--- src/rtl/core/boundary_tag_allocator_top_macros.svh ---
// ----------------------------------------------------------------------------
// Boundary tag allocator assertion macros
// Concurrent checks clocked on clk_i and disabled while rst_ni is low.
// ----------------------------------------------------------------------------
`ifndef BOUNDARY_TAG_ALLOCATOR_TOP_MACROS_SVH
`define BOUNDARY_TAG_ALLOCATOR_TOP_MACROS_SVH

// same-cycle implication
`define BTA_ASSERT_IMPLIES(lbl, pre, post, msg) \
  lbl: assert property (@(posedge clk_i) disable iff (!rst_ni) (pre) |-> (post)) \
    else $error(msg);

// next-cycle implication
`define BTA_ASSERT_NEXT(lbl, pre, post, msg) \
  lbl: assert property (@(posedge clk_i) disable iff (!rst_ni) (pre) |=> (post)) \
    else $error(msg);

`endif

--- src/rtl/core/bta_pkg.sv ---
// ----------------------------------------------------------------------------
// Boundary tag allocator package
// Shared constants, sequencer commands and datapath status flags.
// ----------------------------------------------------------------------------
package bta_pkg;

  localparam int unsigned POOL_WORDS_DEF = 1024;
  localparam int unsigned MIN_SPLIT_W    = 10;
  localparam int unsigned REQ_W          = 11;
  localparam int unsigned ADDR_W         = 10;
  localparam int unsigned GSIZE_W        = 11;

  localparam logic [MIN_SPLIT_W-1:0] MIN_SPLIT_RST = 10'd10;

  typedef enum logic [4:0] {
    OP_NOP,
    OP_CLR,
    OP_ACCEPT,
    OP_A_START,
    OP_A_SCAN,
    OP_F_START,
    OP_F_HEAD,
    OP_F_PREV,
    OP_F_NEXT,
    OP_N_SOLO,
    OP_N_PREP,
    OP_M_PREP,
    OP_B_PREP,
    OP_SPCLR,
    OP_LK_RD_F,
    OP_LK_WR_F,
    OP_LK_WR_H,
    OP_LK_RD_B,
    OP_LK_WR_B,
    OP_P_RD,
    OP_P_LD,
    OP_WR_HEAD,
    OP_WR_FOOT,
    OP_SPLIT2,
    OP_RES_DONE,
    OP_RES_REFUSE
  } cmd_e;

  typedef struct packed {
    logic empty;
    logic fit;
    logic last;
    logic split;
    logic single;
    logic addr_ok;
    logic mark;
    logic pfree;
    logic nfree;
    logic nx_single;
    logic out_free;
    logic clr_last;
    logic in_op;
  } status_t;

endpackage

--- src/rtl/core/bta_ctrl.sv ---
// ----------------------------------------------------------------------------
// Boundary tag allocator controller
// Sequencer stepping the datapath through clear, allocate and free.
// ----------------------------------------------------------------------------
module bta_ctrl (
  input  logic              clk_i,
  input  logic              rst_ni,
  input  logic              in_valid_i,
  output logic              in_stall_o,
  input  bta_pkg::status_t  st_i,
  output bta_pkg::cmd_e     cmd_o
);
  import bta_pkg::*;

  localparam logic [4:0] S_CLR     = 5'd0;
  localparam logic [4:0] S_IDLE    = 5'd1;
  localparam logic [4:0] S_A_START = 5'd2;
  localparam logic [4:0] S_A_SCAN  = 5'd3;
  localparam logic [4:0] S_F_START = 5'd4;
  localparam logic [4:0] S_F_HEAD  = 5'd5;
  localparam logic [4:0] S_F_PREV  = 5'd6;
  localparam logic [4:0] S_F_NEXT  = 5'd7;
  localparam logic [4:0] S_N_SOLO  = 5'd8;
  localparam logic [4:0] S_N_PREP  = 5'd9;
  localparam logic [4:0] S_M_PREP  = 5'd10;
  localparam logic [4:0] S_B_PREP  = 5'd11;
  localparam logic [4:0] S_SPCLR   = 5'd12;
  localparam logic [4:0] S_L_RD_F  = 5'd13;
  localparam logic [4:0] S_L_WR_F  = 5'd14;
  localparam logic [4:0] S_L_RD_B  = 5'd15;
  localparam logic [4:0] S_L_WR_B  = 5'd16;
  localparam logic [4:0] S_P_RD    = 5'd17;
  localparam logic [4:0] S_P_LD    = 5'd18;
  localparam logic [4:0] S_T_HEAD  = 5'd19;
  localparam logic [4:0] S_T_FOOT  = 5'd20;
  localparam logic [4:0] S_SPLIT2  = 5'd21;
  localparam logic [4:0] S_DONE    = 5'd22;
  localparam logic [4:0] S_REFUSE  = 5'd23;

  logic [4:0] state_q, state_d;
  logic       split_q, split_d;
  logic       nl_q, nl_d;
  logic       both_q, both_d;

  assign in_stall_o = (state_q != S_IDLE);

  always_comb begin
    state_d = state_q;
    split_d = split_q;
    nl_d    = nl_q;
    both_d  = both_q;
    cmd_o   = OP_NOP;
    case (state_q)
      S_CLR: begin
        cmd_o = OP_CLR;
        if (st_i.clr_last) begin
          state_d = S_IDLE;
        end
      end
      S_IDLE: begin
        if (in_valid_i) begin
          cmd_o   = OP_ACCEPT;
          split_d = 1'b0;
          nl_d    = 1'b0;
          both_d  = 1'b0;
          state_d = st_i.in_op ? S_F_START : S_A_START;
        end
      end
      S_A_START: begin
        cmd_o   = OP_A_START;
        state_d = st_i.empty ? S_REFUSE : S_A_SCAN;
      end
      // one free block per cycle
      S_A_SCAN: begin
        cmd_o = OP_A_SCAN;
        if (st_i.fit) begin
          if (st_i.split) begin
            split_d = 1'b1;
            state_d = S_T_HEAD;
          end else if (st_i.single) begin
            state_d = S_T_HEAD;
          end else begin
            state_d = S_L_RD_F;
          end
        end else if (st_i.last) begin
          state_d = S_REFUSE;
        end
      end
      S_F_START: begin
        cmd_o   = OP_F_START;
        state_d = st_i.addr_ok ? S_F_HEAD : S_REFUSE;
      end
      S_F_HEAD: begin
        cmd_o   = OP_F_HEAD;
        state_d = st_i.mark ? S_F_PREV : S_REFUSE;
      end
      S_F_PREV: begin
        cmd_o   = OP_F_PREV;
        state_d = S_F_NEXT;
      end
      S_F_NEXT: begin
        cmd_o = OP_F_NEXT;
        if (!st_i.pfree && !st_i.nfree) begin
          state_d = st_i.empty ? S_N_SOLO : S_N_PREP;
        end else if (st_i.pfree && !st_i.nfree) begin
          state_d = S_SPCLR;
        end else if (!st_i.pfree && st_i.nfree) begin
          state_d = S_M_PREP;
        end else begin
          state_d = S_B_PREP;
        end
      end
      S_N_SOLO: begin
        cmd_o   = OP_N_SOLO;
        state_d = S_T_HEAD;
      end
      S_N_PREP: begin
        cmd_o   = OP_N_PREP;
        nl_d    = 1'b1;
        state_d = S_L_RD_F;
      end
      S_M_PREP: begin
        cmd_o   = OP_M_PREP;
        state_d = st_i.nx_single ? S_T_HEAD : S_L_RD_F;
      end
      S_B_PREP: begin
        cmd_o   = OP_B_PREP;
        both_d  = 1'b1;
        state_d = S_SPCLR;
      end
      S_SPCLR: begin
        cmd_o   = OP_SPCLR;
        state_d = both_q ? S_L_RD_F : S_P_RD;
      end
      S_L_RD_F: begin
        cmd_o   = OP_LK_RD_F;
        state_d = S_L_WR_F;
      end
      S_L_WR_F: begin
        cmd_o   = nl_q ? OP_LK_WR_H : OP_LK_WR_F;
        state_d = S_L_RD_B;
      end
      S_L_RD_B: begin
        cmd_o   = OP_LK_RD_B;
        state_d = S_L_WR_B;
      end
      S_L_WR_B: begin
        cmd_o   = OP_LK_WR_B;
        state_d = both_q ? S_P_RD : S_T_HEAD;
      end
      S_P_RD: begin
        cmd_o   = OP_P_RD;
        state_d = S_P_LD;
      end
      S_P_LD: begin
        cmd_o   = OP_P_LD;
        state_d = S_T_HEAD;
      end
      S_T_HEAD: begin
        cmd_o   = OP_WR_HEAD;
        state_d = S_T_FOOT;
      end
      S_T_FOOT: begin
        cmd_o = OP_WR_FOOT;
        if (split_q) begin
          split_d = 1'b0;
          state_d = S_SPLIT2;
        end else begin
          state_d = S_DONE;
        end
      end
      S_SPLIT2: begin
        cmd_o   = OP_SPLIT2;
        state_d = S_T_HEAD;
      end
      // hold until the result register frees
      S_DONE: begin
        if (st_i.out_free) begin
          cmd_o   = OP_RES_DONE;
          state_d = S_IDLE;
        end
      end
      S_REFUSE: begin
        if (st_i.out_free) begin
          cmd_o   = OP_RES_REFUSE;
          state_d = S_IDLE;
        end
      end
      default: state_d = S_IDLE;
    endcase
  end

  always_ff @(posedge clk_i or negedge rst_ni) begin
    if (!rst_ni) begin
      state_q <= S_CLR;
      split_q <= 1'b0;
      nl_q    <= 1'b0;
      both_q  <= 1'b0;
    end else begin
      state_q <= state_d;
      split_q <= split_d;
      nl_q    <= nl_d;
      both_q  <= both_d;
    end
  end

endmodule

--- config.mk ---
export PLATFORM = sky130hd
export DESIGN_NAME = bta_ctrl
export DESIGN_NICKNAME = d
export VERILOG_FILES = /design/src/rtl/core/boundary_tag_allocator_top_macros.svh /design/src/rtl/core/bta_pkg.sv /design/src/rtl/core/bta_ctrl.sv
export SDC_FILE = /design/constraint.sdc
export NUM_CORES = 1
export LEC_CHECK = 0
export BUFFER_PORTS_ARGS = -buffer_cell sky130_fd_sc_hd__buf_2
export CAP_MARGIN = 0
export CORE_ASPECT_RATIO = 1.25
export CORE_UTILIZATION = 54
export DETAILED_ROUTE_END_ITERATION = 12
export MAX_ROUTING_LAYER = met4
export PLACE_DENSITY = 0.8
export SYNTH_ARGS = -nofsm -noshare
export SYNTH_HDL_FRONTEND = slang
export SYNTH_SLANG_ARGS = --single-unit
export TNS_END_PERCENT = 5
--- constraint.sdc ---
create_clock -name clk_i -period 2 [get_ports clk_i]
set_clock_uncertainty 0.1 [all_clocks]
set_input_delay 0 -clock clk_i [delete_from_list [all_inputs] [get_ports clk_i]]
set_output_delay 0 -clock clk_i [all_outputs]
set_load 0.01 [all_outputs]
==> impl_table.tex <==
\begin{tabular}{lr}
\hline
Metric & Value \\
\hline
\multicolumn{2}{l}{\textbf{Yosys}} \\
Synth Net Count & 161 \\
Count of synthesis-stage warnings from yosys & 0 \\
Post-synth cell types & 49 \\
Seq/Total Area, Yosys & 19.2\% \\
Synth Cell Area & 0.00104 mm2 \\
Number of cells produced by synthesis & 142 \\
Number of storage elements in the synthesis netlist & 8 \\
Post-Synthesis Mean Instance Area & 7.36 um2 \\
Commonest register cell after synthesis & dfrtp\_1 \\
EDFF count, synth & 0 \\
Share of synthesized registers carrying an async set or reset & 100\% \\
\multicolumn{2}{l}{\textbf{Placed design}} \\
Port-buffer cells & 21 \\
Worst setup timing slack at the placement stage & 0.151 ns \\
Placed inst area & 0.00118 mm2 \\
Global placement routability congestion & 0.913 \\
Final HPWL from detailed placement & 2220 um \\
\multicolumn{2}{l}{\textbf{Critical path}} \\
Slowest-stage cell, CP & dfrtp\_2 \\
Crit path depth & 4 \\
Data required time at the worst endpoint & 1.90 ns \\
Register-to-register path setup slack & 0.19 ns \\
RR Endpoint & state\_q[0] \\
Series of cell instances along the critical path & and2\_1 > a31o\_2 > a221oi\_1 > buf\_2 \\
Critical Path End & cmd\_o[0] \\
Maximum cell stage delay along the critical path & 0.52 ns \\
Worst R2R Start & state\_q[4] \\
Data arrival at the endpoint of the critical path & 1.79 ns \\
Startpoint class of the critical path & flip-flop \\
Crit. Startpoint & state\_q[2] \\
Number of buffer and inverter instances along the worst setup path & 1 \\
Family with the most delay on the worst path & compound AO/OA/AOI/OAI gates \\
Register-to-Register Path Depth & 5 \\
Worst setup path class & reg -> out \\
Maximum net fanout on the critical path & 18 \\
Critical Path End Type & output pin \\
\multicolumn{2}{l}{\textbf{Timing}} \\
Slew at the pin closest to its max-slew limit & 0.428 ns \\
Max-slew headroom & 71.3\% \\
Final period demand of the worst path & 1.89 ns \\
Final Worst Setup Slack & 0.108 ns \\
Final Hold Slack & 0.0115 ns \\
Number of max-slew violations in the final report & 0 \\
Fmax & 529 MHz \\
Number of failing setup endpoints in the final timing report & 0 \\
Final hold violation count & 0 \\
Sum Neg Setup Slack & 0 ns \\
Unrepaired setup endpoints after global routing & false \\
Portion of the clock cycle consumed by the worst path in the final layout & 94.6\% \\
\multicolumn{2}{l}{\textbf{Drt}} \\
Average vias per placed instance & 6.69 \\
Final wirelength & 2930 um \\
Number of nets with antenna violations after routing & 0 \\
Vias after detailed routing & 1257 \\
Routed WL per cell & 15.6 um \\
First-iteration detailed-routing DRC count & 44 \\
DRC violations left & 0 \\
Router iterations before antenna repair & 4 \\
\multicolumn{2}{l}{\textbf{Floorplan}} \\
Initial Util & 58.5\% \\
Width of the die & 41.3 um \\
Floorplan die height & 51.2 um \\
Top Ports & 22 \\
Count of standard-cell rows & 17 \\
Area of the core & 0.00179 mm2 \\
Overall die area & 0.00212 mm2 \\
\multicolumn{2}{l}{\textbf{GRT}} \\
Pin count of the biggest net entering global routing & 19 \\
Overall global routing resource usage & 31.1\% \\
Number of global-route vias before repair & 1055 \\
GR Overflow Total & 0 \\
Number of antenna violations at the first check in global routing & 0 \\
First-pass GRT wire length & 4410 um \\
\multicolumn{2}{l}{\textbf{Hold path}} \\
Worst min path class & in -> async \\
\multicolumn{2}{l}{\textbf{Cells and area}} \\
Post-route design area & 0.00125 mm2 \\
Flip-flop and latch area & 204 um2 \\
Layout overhead on the synthesized area & 19.6\% \\
Post-layout utilization of the core & 70.0\% \\
Antenna diode count & 0 \\
Number of nets in the final layout & 190 \\
Ratio of cells with drive above 1 in the final layout & 29.0\% \\
Number of fill cells & 151 \\
Total area of multi-input combinational cells & 738 um2 \\
\multicolumn{2}{l}{\textbf{Pwr}} \\
Pleak & 0.526 nW \\
Peak supply drop & 0.943 mV \\
Pwr per Cell Area & 1580 mW/mm2 \\
\multicolumn{2}{l}{\textbf{Clock tree}} \\
TritonCTS clock tree & done \\
Max clock buf depth & 2 \\
Clock transition at path regs & 0.05 ns \\
Post-CTS repair timing setup buffer count & 0 \\
Clk sink count & 8 \\
Clock Latency Late Sink & 0.25 ns \\
Number of buffers added by the clock tree synthesis step & 3 \\
Root Driver & clkbuf\_4 \\
Depth of the CTS H-tree & 1 \\
\multicolumn{2}{l}{\textbf{Outcome}} \\
Outcome & completed \\
\multicolumn{2}{l}{\textbf{Run}} \\
Max Cap Viol & 0 \\
\hline
\end{tabular}
==> sequential cells by signal, summed over array words and instances (netlist names) <==
signal,count
nl_q,1
both_q,1
state_q,5
split_q,1
==> final cells by class <==
class / instances / share of cell area [%]
multi-input combinational: 113 / 59.1
tap: 19 / 1.90
inverter: 9 / 2.70
clock buffer: 3 / 1.80
sequential: 8 / 16.3
timing repair buffer: 36 / 18.2
==> through the flow <==
| stage | total power [mW] | instances |
|---|---|---|
| 6_report | 1.98 | 188 |
| 5_1_grt | 2.13 | 188 |
| 4_1_cts | 1.95 | 188 |
| 3_5_place_dp | 1.82 | 181 |
| 3_3_place_gp | 1.78 | 181 |
| 2_1_floorplan | 1.44 | 142 |
==> layer usage <==
| layer | up-vias | wire, um | GRT usage (%) |
|---|---|---|---|
| met5 | - | 0 | - |
| met4 | 0 | 57 | 13.4 |
| met3 | 8 | 191 | 2.61 |
| met2 | 70 | 1520 | 51.8 |
| li1 | 603 | - | - |
| met1 | 576 | 1160 | 36.2 |
==> cells by family after synthesis <==
kind of cell | Yosys count | synth area share [%]
xor+xnor | 1 | 0.838
compound gates | 54 | 36.5
buf+inv | 21 | 10.2
mux | 2 | 1.92
simple gates | 53 | 27.8
flops | 8 | 19.2
fa+ha+maj | 3 | 3.59
==> worst min path at each step <==
stage	startpoint	end	slack, ns	depth (start not counted)
floorplan	rst_ni	both_q	-0.40	0
global placement	rst_ni	split_q	-0.25	1
detailed placement	rst_ni	nl_q	-0.25	1
CTS	rst_ni	split_q	0.009	2
global route	rst_ni	nl_q	0.02	2
finish	rst_ni	state_q[4]	0.01	2
==> repair_timing <==
| item | 4_1_cts | 5_1_grt |
|---|---|---|
| setup endpoints to repair | 1 | 4 |
| hold buffers | 4 | 0 |
| gates resized for setup | 1 | 3 |
| endpoints found under the hold margin | 10 | 0 |
==> Yosys cell counts, types with 2 or more instances <==
library cell,number,area (um2)
a211oi_1,2,15.0
mux2i_1,2,20.0
a21oi_1,10,50.1
nor2b_1,4,25.0
ha_1,3,37.5
o311ai_0,2,17.5
buf_4,5,37.5
o21ai_0,8,40.0
nor3_1,3,15.0
a31o_2,2,17.5
o311ai_1,2,17.5
and2_1,2,12.5
dfrtp_1,8,200
nand4_1,2,12.5
o22ai_1,3,18.8
a31oi_1,3,18.8
inv_1,9,33.8
o211ai_1,4,30.0
nand2_1,11,41.3
nor2_1,15,56.3
buf_2,6,30.0
nand3_1,5,25.0
a221oi_1,3,26.3
o31ai_1,3,22.5
==> worst reg2reg max path: cells and delay by family, from the launching register on <==
family	cells	cell delay, ns
flip-flops	1	0.52
AO/OA/AOI/OAI	1	0.04
AND/OR/NAND/NOR	4	1.02
==> power breakdown <==
group / switching, mW / internal (mW)
combinational: 0.767 / 0.649
clock: 0.0543 / 0.0686
sequential: 0.201 / 0.238
total: 1.02 / 0.956
==> cells in the final DEF, fill, tap and decap left out, types with 4 or more instances in the layout <==
cell type	count
buf_2	21
nor2_1	15
nand2_1	11
buf_4	11
a21oi_1	10
inv_1	9
o21ai_0	8
nand3_1	5
dfrtp_1	5
nor2b_1	4
o211ai_1	4
dlygate4sd3_1	4
(Power assumes the default switching activity.)
